===== src/kest_pkg.sv =====
// Package for the key edge state tracker.
// Holds key state codes, operation and action codes and the RAM control struct.
// No dependencies.
package kest_pkg;

  typedef logic [1:0] st_t;

  localparam st_t ST_NONE     = 2'd0;
  localparam st_t ST_PRESSED  = 2'd1;
  localparam st_t ST_HELD     = 2'd2;
  localparam st_t ST_RELEASED = 2'd3;

  typedef logic [2:0] op_t;

  localparam op_t OP_KEY_EVENT  = 3'd0;
  localparam op_t OP_FRAME_TICK = 3'd1;
  localparam op_t OP_QRY_REL    = 3'd2;
  localparam op_t OP_QRY_PRS    = 3'd3;
  localparam op_t OP_QRY_HLD    = 3'd4;

  typedef logic [1:0] act_t;

  localparam act_t ACT_RELEASE = 2'd0;
  localparam act_t ACT_PRESS   = 2'd1;

  // Write enables for the current-frame and next-frame tables
  typedef struct packed {
    logic cur_we;
    logic nxt_we;
  } mem_ctl_t;

  // Pressed and held advance to held; released and none fall to none
  function automatic st_t advance_state(input st_t s);
    advance_state = (s == ST_PRESSED || s == ST_HELD) ? ST_HELD : ST_NONE;
  endfunction

  // State that a query operation asks about
  function automatic st_t wanted_state(input op_t op);
    case (op)
      OP_QRY_REL: wanted_state = ST_RELEASED;
      OP_QRY_PRS: wanted_state = ST_PRESSED;
      default:    wanted_state = ST_HELD;
    endcase
  endfunction

endpackage


===== src/kest_seq.sv =====
// Sequencer of the key edge state tracker: decodes commands, runs the
// read-modify-write, sweep and clearing passes over both tables.
// Depends on kest_pkg.
module kest_seq #(
  parameter int KEY_COUNT = 2048
) (
  input  logic                     clk,
  input  logic                     rst_n,
  input  logic                     start,
  output logic                     busy,
  input  kest_pkg::op_t            in_operation,
  input  logic [10:0]              in_key_index,
  input  kest_pkg::act_t           in_action,
  output logic [(KEY_COUNT > 1 ? $clog2(KEY_COUNT) : 1)-1:0] rd_addr,
  input  kest_pkg::st_t            cur_rd_data,
  input  kest_pkg::st_t            nxt_rd_data,
  output logic [(KEY_COUNT > 1 ? $clog2(KEY_COUNT) : 1)-1:0] wr_addr,
  output kest_pkg::mem_ctl_t       mem_ctl,
  output kest_pkg::st_t            cur_wdata,
  output kest_pkg::st_t            nxt_wdata,
  output logic                     out_valid,
  output logic                     out_answer
);

  localparam int AW = KEY_COUNT > 1 ? $clog2(KEY_COUNT) : 1;
  localparam logic [AW-1:0] LAST = AW'(KEY_COUNT - 1);

  localparam logic [2:0] S_CLEAR = 3'd0;
  localparam logic [2:0] S_IDLE  = 3'd1;
  localparam logic [2:0] S_EVT   = 3'd2;
  localparam logic [2:0] S_QRY   = 3'd3;
  localparam logic [2:0] S_TICK  = 3'd4;
  localparam logic [2:0] S_ANY   = 3'd5;

  logic [2:0]      state_r, state_nxt;
  logic [AW-1:0]   idx_r, idx_nxt;
  logic            out_valid_r, out_valid_nxt;
  logic            out_answer_r, out_answer_nxt;
  logic [AW-1:0]   key_r, key_nxt;
  kest_pkg::act_t  act_r, act_nxt;
  kest_pkg::st_t   want_r, want_nxt;
  logic            inrange_r, inrange_nxt;
  logic            hit_r, hit_nxt;

  logic [AW-1:0]   key_addr;
  logic            key_inrange;
  logic            accept;

  assign key_addr    = AW'(in_key_index);
  assign key_inrange = 32'(in_key_index) < KEY_COUNT;
  assign busy        = (state_r != S_IDLE);
  assign accept      = start && !busy;

  always_comb begin
    state_nxt      = state_r;
    idx_nxt        = idx_r;
    out_valid_nxt  = 1'b0;
    out_answer_nxt = 1'b0;
    key_nxt        = key_r;
    act_nxt        = act_r;
    want_nxt       = want_r;
    inrange_nxt    = inrange_r;
    hit_nxt        = hit_r;
    rd_addr        = idx_r;
    wr_addr        = idx_r;
    mem_ctl        = '0;
    cur_wdata      = kest_pkg::ST_NONE;
    nxt_wdata      = kest_pkg::ST_NONE;

    unique case (state_r)
      S_CLEAR: begin
        // Zero both tables, one entry a cycle
        mem_ctl.cur_we = 1'b1;
        mem_ctl.nxt_we = 1'b1;
        idx_nxt        = idx_r + 1'b1;
        if (idx_r == LAST) begin
          state_nxt = S_IDLE;
        end
      end
      S_IDLE: begin
        rd_addr = (in_operation == kest_pkg::OP_FRAME_TICK) ? '0 : key_addr;
        idx_nxt = '0;
        if (accept) begin
          key_nxt     = key_addr;
          act_nxt     = in_action;
          inrange_nxt = key_inrange;
          want_nxt    = kest_pkg::wanted_state(in_operation);
          hit_nxt     = 1'b0;
          case (in_operation) inside
            kest_pkg::OP_KEY_EVENT: begin
              if (key_inrange && (in_action == kest_pkg::ACT_PRESS ||
                                  in_action == kest_pkg::ACT_RELEASE)) begin
                state_nxt = S_EVT;
              end
            end
            kest_pkg::OP_FRAME_TICK: begin
              state_nxt = S_TICK;
            end
            kest_pkg::OP_QRY_REL, kest_pkg::OP_QRY_PRS, kest_pkg::OP_QRY_HLD: begin
              state_nxt = (in_key_index == '0) ? S_ANY : S_QRY;
            end
            default: begin
              state_nxt = S_IDLE;
            end
          endcase
        end
      end
      S_EVT: begin
        // Next-frame entry is on the read port now; modify and write back
        wr_addr        = key_r;
        mem_ctl.nxt_we = 1'b1;
        if (act_r == kest_pkg::ACT_RELEASE) begin
          nxt_wdata = kest_pkg::ST_RELEASED;
        end else if (nxt_rd_data == kest_pkg::ST_HELD) begin
          nxt_wdata = kest_pkg::ST_HELD;
        end else begin
          nxt_wdata = kest_pkg::ST_PRESSED;
        end
        state_nxt = S_IDLE;
      end
      S_QRY: begin
        out_valid_nxt  = 1'b1;
        out_answer_nxt = inrange_r && (cur_rd_data == want_r);
        state_nxt      = S_IDLE;
      end
      S_TICK: begin
        // Write entry idx while reading idx + 1
        mem_ctl.cur_we = 1'b1;
        mem_ctl.nxt_we = 1'b1;
        cur_wdata      = nxt_rd_data;
        nxt_wdata      = kest_pkg::advance_state(nxt_rd_data);
        rd_addr        = idx_r + 1'b1;
        idx_nxt        = idx_r + 1'b1;
        if (idx_r == LAST) begin
          state_nxt = S_IDLE;
        end
      end
      S_ANY: begin
        rd_addr = idx_r + 1'b1;
        idx_nxt = idx_r + 1'b1;
        hit_nxt = hit_r || (cur_rd_data == want_r);
        if (idx_r == LAST) begin
          out_valid_nxt  = 1'b1;
          out_answer_nxt = hit_nxt;
          state_nxt      = S_IDLE;
        end
      end
      default: begin
        state_nxt = S_IDLE;
      end
    endcase
  end

  always_ff @(posedge clk) begin
    if (!rst_n) begin
      state_r      <= S_CLEAR;
      idx_r        <= '0;
      out_valid_r  <= 1'b0;
      out_answer_r <= 1'b0;
    end else begin
      state_r      <= state_nxt;
      idx_r        <= idx_nxt;
      out_valid_r  <= out_valid_nxt;
      out_answer_r <= out_answer_nxt;
    end
  end

  always_ff @(posedge clk) begin
    key_r     <= key_nxt;
    act_r     <= act_nxt;
    want_r    <= want_nxt;
    inrange_r <= inrange_nxt;
    hit_r     <= hit_nxt;
  end

  assign out_valid  = out_valid_r;
  assign out_answer = out_answer_r;

`ifndef NO_ASSERTIONS
  a_strobe_src: assert property (@(posedge clk) disable iff (!rst_n)
    out_valid_r |-> ($past(state_r) == S_QRY || $past(state_r) == S_ANY))
    else $error("answer strobe without a finished query");

  a_idle_no_write: assert property (@(posedge clk) disable iff (!rst_n)
    (state_r == S_IDLE || state_r == S_QRY || state_r == S_ANY)
      |-> !(mem_ctl.cur_we || mem_ctl.nxt_we))
    else $error("table write outside an update pass");

  a_evt_next_only: assert property (@(posedge clk) disable iff (!rst_n)
    state_r == S_EVT |-> (mem_ctl.nxt_we && !mem_ctl.cur_we && wr_addr == key_r))
    else $error("key event touched the wrong entry or table");

  a_evt_one_cycle: assert property (@(posedge clk) disable iff (!rst_n)
    state_r == S_EVT |=> state_r == S_IDLE)
    else $error("key event update did not finish in one cycle");
`endif

endmodule

===== config.mk =====
export PLATFORM = sky130hd
export DESIGN_NAME = kest_seq
export DESIGN_NICKNAME = d
export VERILOG_FILES = /design/src/kest_pkg.sv /design/src/kest_seq.sv
export SDC_FILE = /design/constraint.sdc
export NUM_CORES = 1
export LEC_CHECK = 0
export ABC_CLOCK_PERIOD_IN_PS = 1600
export BUFFER_PORTS_ARGS = -buffer_cell sky130_fd_sc_hd__buf_2
export CAP_MARGIN = 40
export CORE_ASPECT_RATIO = 1.2
export CORE_MARGIN = 2
export CORE_UTILIZATION = 49
export CTS_BUF_LIST = sky130_fd_sc_hd__clkbuf_2 sky130_fd_sc_hd__clkbuf_4 sky130_fd_sc_hd__clkbuf_8
export CTS_CLUSTER_SIZE = 8
export DETAILED_ROUTE_END_ITERATION = 7
export PLACE_DENSITY = 0.79
export RECOVER_POWER = 25
export SETUP_SLACK_MARGIN = 0.5
export SLEW_MARGIN = 40
export SYNTH_ARGS = -nofsm -noshare
export SYNTH_HDL_FRONTEND = slang
export SYNTH_SLANG_ARGS = --single-unit

===== constraint.sdc =====
create_clock -name clk -period 1.6 [get_ports clk]
set_input_delay 0.16 -clock clk [delete_from_list [all_inputs] [get_ports clk]]
set_output_delay 0.16 -clock clk [all_outputs]
set_load 0.03 [all_outputs]

# Yosys cells after proc, flatten, opt, wreduce, memory -nomap -nowiden
# Index checks and enable logic that the tools add are counted.
[totals] regBits=32 out_inout_bits=31
[classes] n_addsub=1 n_eq_ne=18 n_mux=26 n_reduce_logical=20
[ops] cell="11-bit case mux with 2 select lines" n=2
[ops] cell="11-bit 2-to-1 mux" n=2
[ops] cell="3-bit 2-to-1 mux" n=7
[ops] cell="3-bit by 2-bit equality test with 1-bit output (second input constant)" n=4
[ops] cell="11-bit by 1-bit adder with 11-bit output (second input constant)" n=1
[ops] cell="11-bit equality test (second input constant)" n=1
[ops] cell="11-bit logical NOT" n=1
[ops] cell="3-bit equality test (second input constant)" n=3
[ops] cell="3-bit OR reduction" n=3
[ops] cell="2-bit 2-to-1 mux" n=4
[ops] cell="2-bit case mux with 2 select lines" n=2
[ops] cell="3-bit by 1-bit equality test with 1-bit output (second input constant)" n=2
[ops] cell="3-bit logical NOT" n=2
[ops] cell="1-bit case mux with 2 select lines" n=3
[ops] cell="3-bit case mux with 2 select lines" n=1
[ops] cell="1-bit 2-to-1 mux" n=5
[ops] cell="2-bit by 1-bit equality test with 1-bit output (second input constant)" n=2
[ops] cell="2-bit logical NOT" n=2
[ops] cell="2-bit AND reduction" n=2
[ops] cell="2-bit nonzero test" n=2
[ops] cell="2-bit OR reduction" n=2
[ops] cell="1-bit logical OR" n=3
[ops] cell="3-bit by 1-bit != test with 1-bit output (second input constant)" n=1
[ops] cell="3-bit != test (second input constant)" n=1
[ops] cell="other kinds (7)" n=7

# Longest topological paths before layout
[depth] ltp_word=7 mapped_depth=7 mapped_depth_nobuf=5

# Least setup slack after synthesis
# OpenSTA, ideal clock, no wires.
[synth_timing] kind="reg-to-output" from="reg idx_r[0]" to="out rd_addr[10] (netlist name)" t_arrival_ns=2.229 t_required_ns=1.440 slack_ns=-0.789 stages_incl_launch_ff=6 cell_sequence="dfxtp_1 ha_1 and3_1 buf_4 nand4_1 o311ai_0"
[synth_via] elab_chain_len=2
[synth_lines] element="start, declared" line_no="kest_seq.sv:36" text="logic [AW-1:0] idx_r, idx_nxt;"
[synth_lines] element="start signal, assigned" line_no="kest_seq.sv:162" text="idx_r <= idx_nxt;"
[synth_lines] element="11-bit by 1-bit adder with 11-bit output" line_no="kest_seq.sv:132, kest_seq.sv:139"
[synth_lines] element="11-bit case mux with 2 select lines" line_no="kest_seq.sv:70" text="unique case (state_r)"
[synth_lines] element="end, declared" line_no="kest_seq.sv:14" text="output logic [(KEY_COUNT > 1 ? $clog2(KEY_COUNT) : 1)-1:0] rd_addr,"
# Every way passes these cells.

# Worst setup path after layout
[layout_timing] from="reg state_r[1]" to="out rd_addr[0] (netlist name)"
[layout_via] elab_chain_len=3 word_cells_on_any_way=5 cone_classes="3 x eq/ne; 1 x mux; 1 x reduce/logical"
[layout_lines] element="start, declared" line_no="kest_seq.sv:35" text="logic [2:0] state_r, state_nxt;"
[layout_lines] element="start signal, assigned" line_no="kest_seq.sv:161" text="state_r <= state_nxt;"
[layout_lines] element="3-bit equality test" line_no="kest_seq.sv:70"
[layout_lines] element="2-bit OR reduction (no line)"
[layout_lines] element="11-bit case mux with 2 select lines (*)" line_no="kest_seq.sv:70"
# Mark *: on every way between the ends. The rest lies on a longest branch, timed or not.

==> flow_metrics.env <==
export IMPL_cts_buffers=5
export IMPL_finClkSkew_ns=0.0125
export IMPL_crit_top_cell="buf_4"
export IMPL_portBuffers=53
export IMPL_p_leak_nw=1.43
export IMPL_synth_distinct_cells=39
export IMPL_final_cells=377
export IMPL_antennaDiodeCount=0
export IMPL_worstSetupStartpoint="state_r[1]"
export IMPL_rsz0062_at_grt="yes"
export IMPL_cap_violations=0
export IMPL_cp_num_buf_inv=2
export IMPL_synth_top_cell_area_share=0.246
export IMPL_synth_top_area_cell="edfxtp_1"
export IMPL_yosys_top_cells_count="17 x o21ai_0, 16 x dfxtp_1, 16 x edfxtp_1, 16 x nand2_1, 12 x a21oi_1"
export IMPL_syn_to_final_growth_pct=83.1
export IMPL_drive_above_1_share=0.619
export IMPL_period_needed_ns=2.04
export IMPL_htreeDepth=2
export IMPL_reg2reg_from="state_r[2]"
export IMPL_cts_sinks=32
export IMPL_setup_tns_ns=-8.72
export IMPL_cts_root_buf="clkbuf_8"
export IMPL_drc=0
export IMPL_arrival_ns=1.88
export IMPL_grt_pass1_vias=2283
export IMPL_synth_seq_area_share=0.411
export IMPL_dr_pass1_iters=5
export IMPL_totalWireLength_um=10800
export IMPL_grt_max_degree=16
export IMPL_syn_num_nets=240
export IMPL_cp_top_family="compound AO/OA/AOI/OAI gates"
export IMPL_die_area_sq_um=4500
export IMPL_drtAntennaViolNets=0
export IMPL_worstSetupPathType="reg -> out"
export IMPL_start_util=0.503
export IMPL_fin_util=0.921
export IMPL_power_density_nw_per_um2=554
export IMPL_startpoint_type="flip-flop"
export IMPL_drt_iter0_markers=487
export IMPL_timing_worst_slew_pin_value_ns=0.764
export IMPL_nNetsFinal=347
export IMPL_ir_drop_mv=0.962
export IMPL_ios=54
export IMPL_synth_seq_cells=32
export IMPL_ys_warn_count=0
export IMPL_min_from="in_action[0]"
export IMPL_critPathMaxStageDelay_ns=0.41
export IMPL_slew_headroom=0.486
export IMPL_p_total_mw=1.98
export IMPL_min_period_over_period=1.28
export IMPL_rows=25
export IMPL_cts_tree="built"
export IMPL_slowest_stage="or3b_4"
export IMPL_yosysMostFrequentCell="o21ai_0"
export IMPL_vias_per_cell=7.22
export IMPL_hold_path_class="in -> reg"
export IMPL_outcome="finished, violations left"
export IMPL_avgRoutedWirePerCell_um=28.7
export IMPL_cts_clk_slew_worst_paths_ns=0.08
export IMPL_die_h_um=73.1
export IMPL_syn_inst=215
export IMPL_clk_latency_ns=0.30
export IMPL_die_w_um=61.6
export IMPL_syn_avg_cell_area_sq_um=9.07
export IMPL_coreArea_sq_um=3880
export IMPL_required_ns=1.44
export IMPL_hold_viol=0
export IMPL_syn_area_sq_um=1950
export IMPL_worst_slack_ns=-0.441
export IMPL_synthTopCellsByArea="edfxtp_1 25%, dfxtp_1 16%, mux2_2 6.4%"
export IMPL_gp_congestion=0.876
export IMPL_antenna_found_initial=0
export IMPL_grt_pass1_wl_um=12400
export IMPL_cp_end_kind="output port"
export IMPL_crit_chain="or3b_4 > a21oi_4 > buf_4 > a221o_2 > buf_4"
export IMPL_slew_viol_final=0
export IMPL_cts_hold_buffers=0
export IMPL_dpl_hpwl_um=4340
export IMPL_grt_overflow=0
export IMPL_path_max_fanout=7
export IMPL_synth_edf_count=16
export IMPL_vias=2721
export IMPL_grt_usage=0.392
export IMPL_fmax_mhz=490
export IMPL_setup_viol=47
export IMPL_async_flop_share=0
export IMPL_ys_flop_type="edfxtp_1"
export IMPL_placedCellCount=344
export IMPL_cts_path_max_buffers=2
export IMPL_violations="setup timing"
[cell type report]
type | instances | area (sq um)
clock buffer | 6 | 82.6
clock inverter | 2 | 33.8
fill | 144 | 307
inverter | 2 | 7.51
multi-input combinational | 163 | 1470
sequential | 32 | 822
tap | 54 | 67.6
timing repair buffer | 118 | 1080
[cells in the final DEF, fill, tap and decap left out, types with 6 or more instances in the layout]
cell type	count
buf_12	6
nand3_1	6
buf_2	17
edfxtp_1	16
clkbuf_8	6
o21ai_0	7
buf_6	42
a21boi_1	8
mux2_4	11
a21oi_2	6
nand2_1	7
or3_1	7
buf_4	43
dfxtp_1	7
nor2_1	9
clkbuf_1	7
[cell families after synthesis]
family / count (synthesis) / share of synthesized area
AND/OR/NAND/NOR: 85 / 0.239
AO/OA/AOI/OAI: 62 / 0.213
flip-flops: 32 / 0.411
buffers and inverters: 21 / 0.0520
multiplexers: 11 / 0.0635
XOR/XNOR: 2 / 0.00898
adder cells (fa/ha/maj): 2 / 0.0128
[per-layer routing]
layer | part of all wire | routed length (um) | track usage | vias up
li1 | - | - | - | 1035
met2 | 0.44 | 4800 | 0.621 | 323
met1 | 0.34 | 3670 | 0.495 | 1257
met5 | 0 | 0 | 0 | -
met4 | 0.085 | 915 | 0.173 | 0
met3 | 0.13 | 1420 | 0.0993 | 106
[power by group]
part           switching (mW)  internal, mW
clock network           0.359         0.503
registers             0.00869         0.862
logic                   0.136         0.110
[what timing repair did]
action / CTS / global route
cloned: 3 / 0
resized for setup: 100 / 45
pin swaps: 15 / 15
hold endpoints to repair: 0 / 0
setup endpoints to repair: 62 / 62
buffers inserted: 11 / 11
[path summary, 6_finish.rpt]
check,slack (ns),depth (start not counted),to
setup / recovery,-0.44,5,rd_addr[0]
hold reg to reg,0.67,3,idx_r[2]
setup reg to reg,-0.11,9,idx_r[8]
hold / removal,0.04,1,act_r[0]
[sequential cells by signal, summed over array words and instances, names as in the netlist]
register    cells
idx_r          11
hit_r           1
key_r          11
want_r          2
act_r           2
state_r         3
out_valid       1
out_answer      1
[stage by stage]
| stage | hold slack (ns) | setup WS, ns | cell area [sq um] |
|---|---|---|---|
| 2_1_floorplan | 0.259 | -0.0169 | 2220 |
| 3_3_place_gp | 0.342 | -0.0182 | 2740 |
| 3_5_place_dp | 0.342 | -0.0553 | 2740 |
| 4_1_cts | 0.0456 | -0.275 | 3330 |
| 5_1_grt | 0.0336 | -0.528 | 3570 |
| 6_report | 0.0355 | -0.441 | 3570 |
Power figures use the tool's default switching activity.
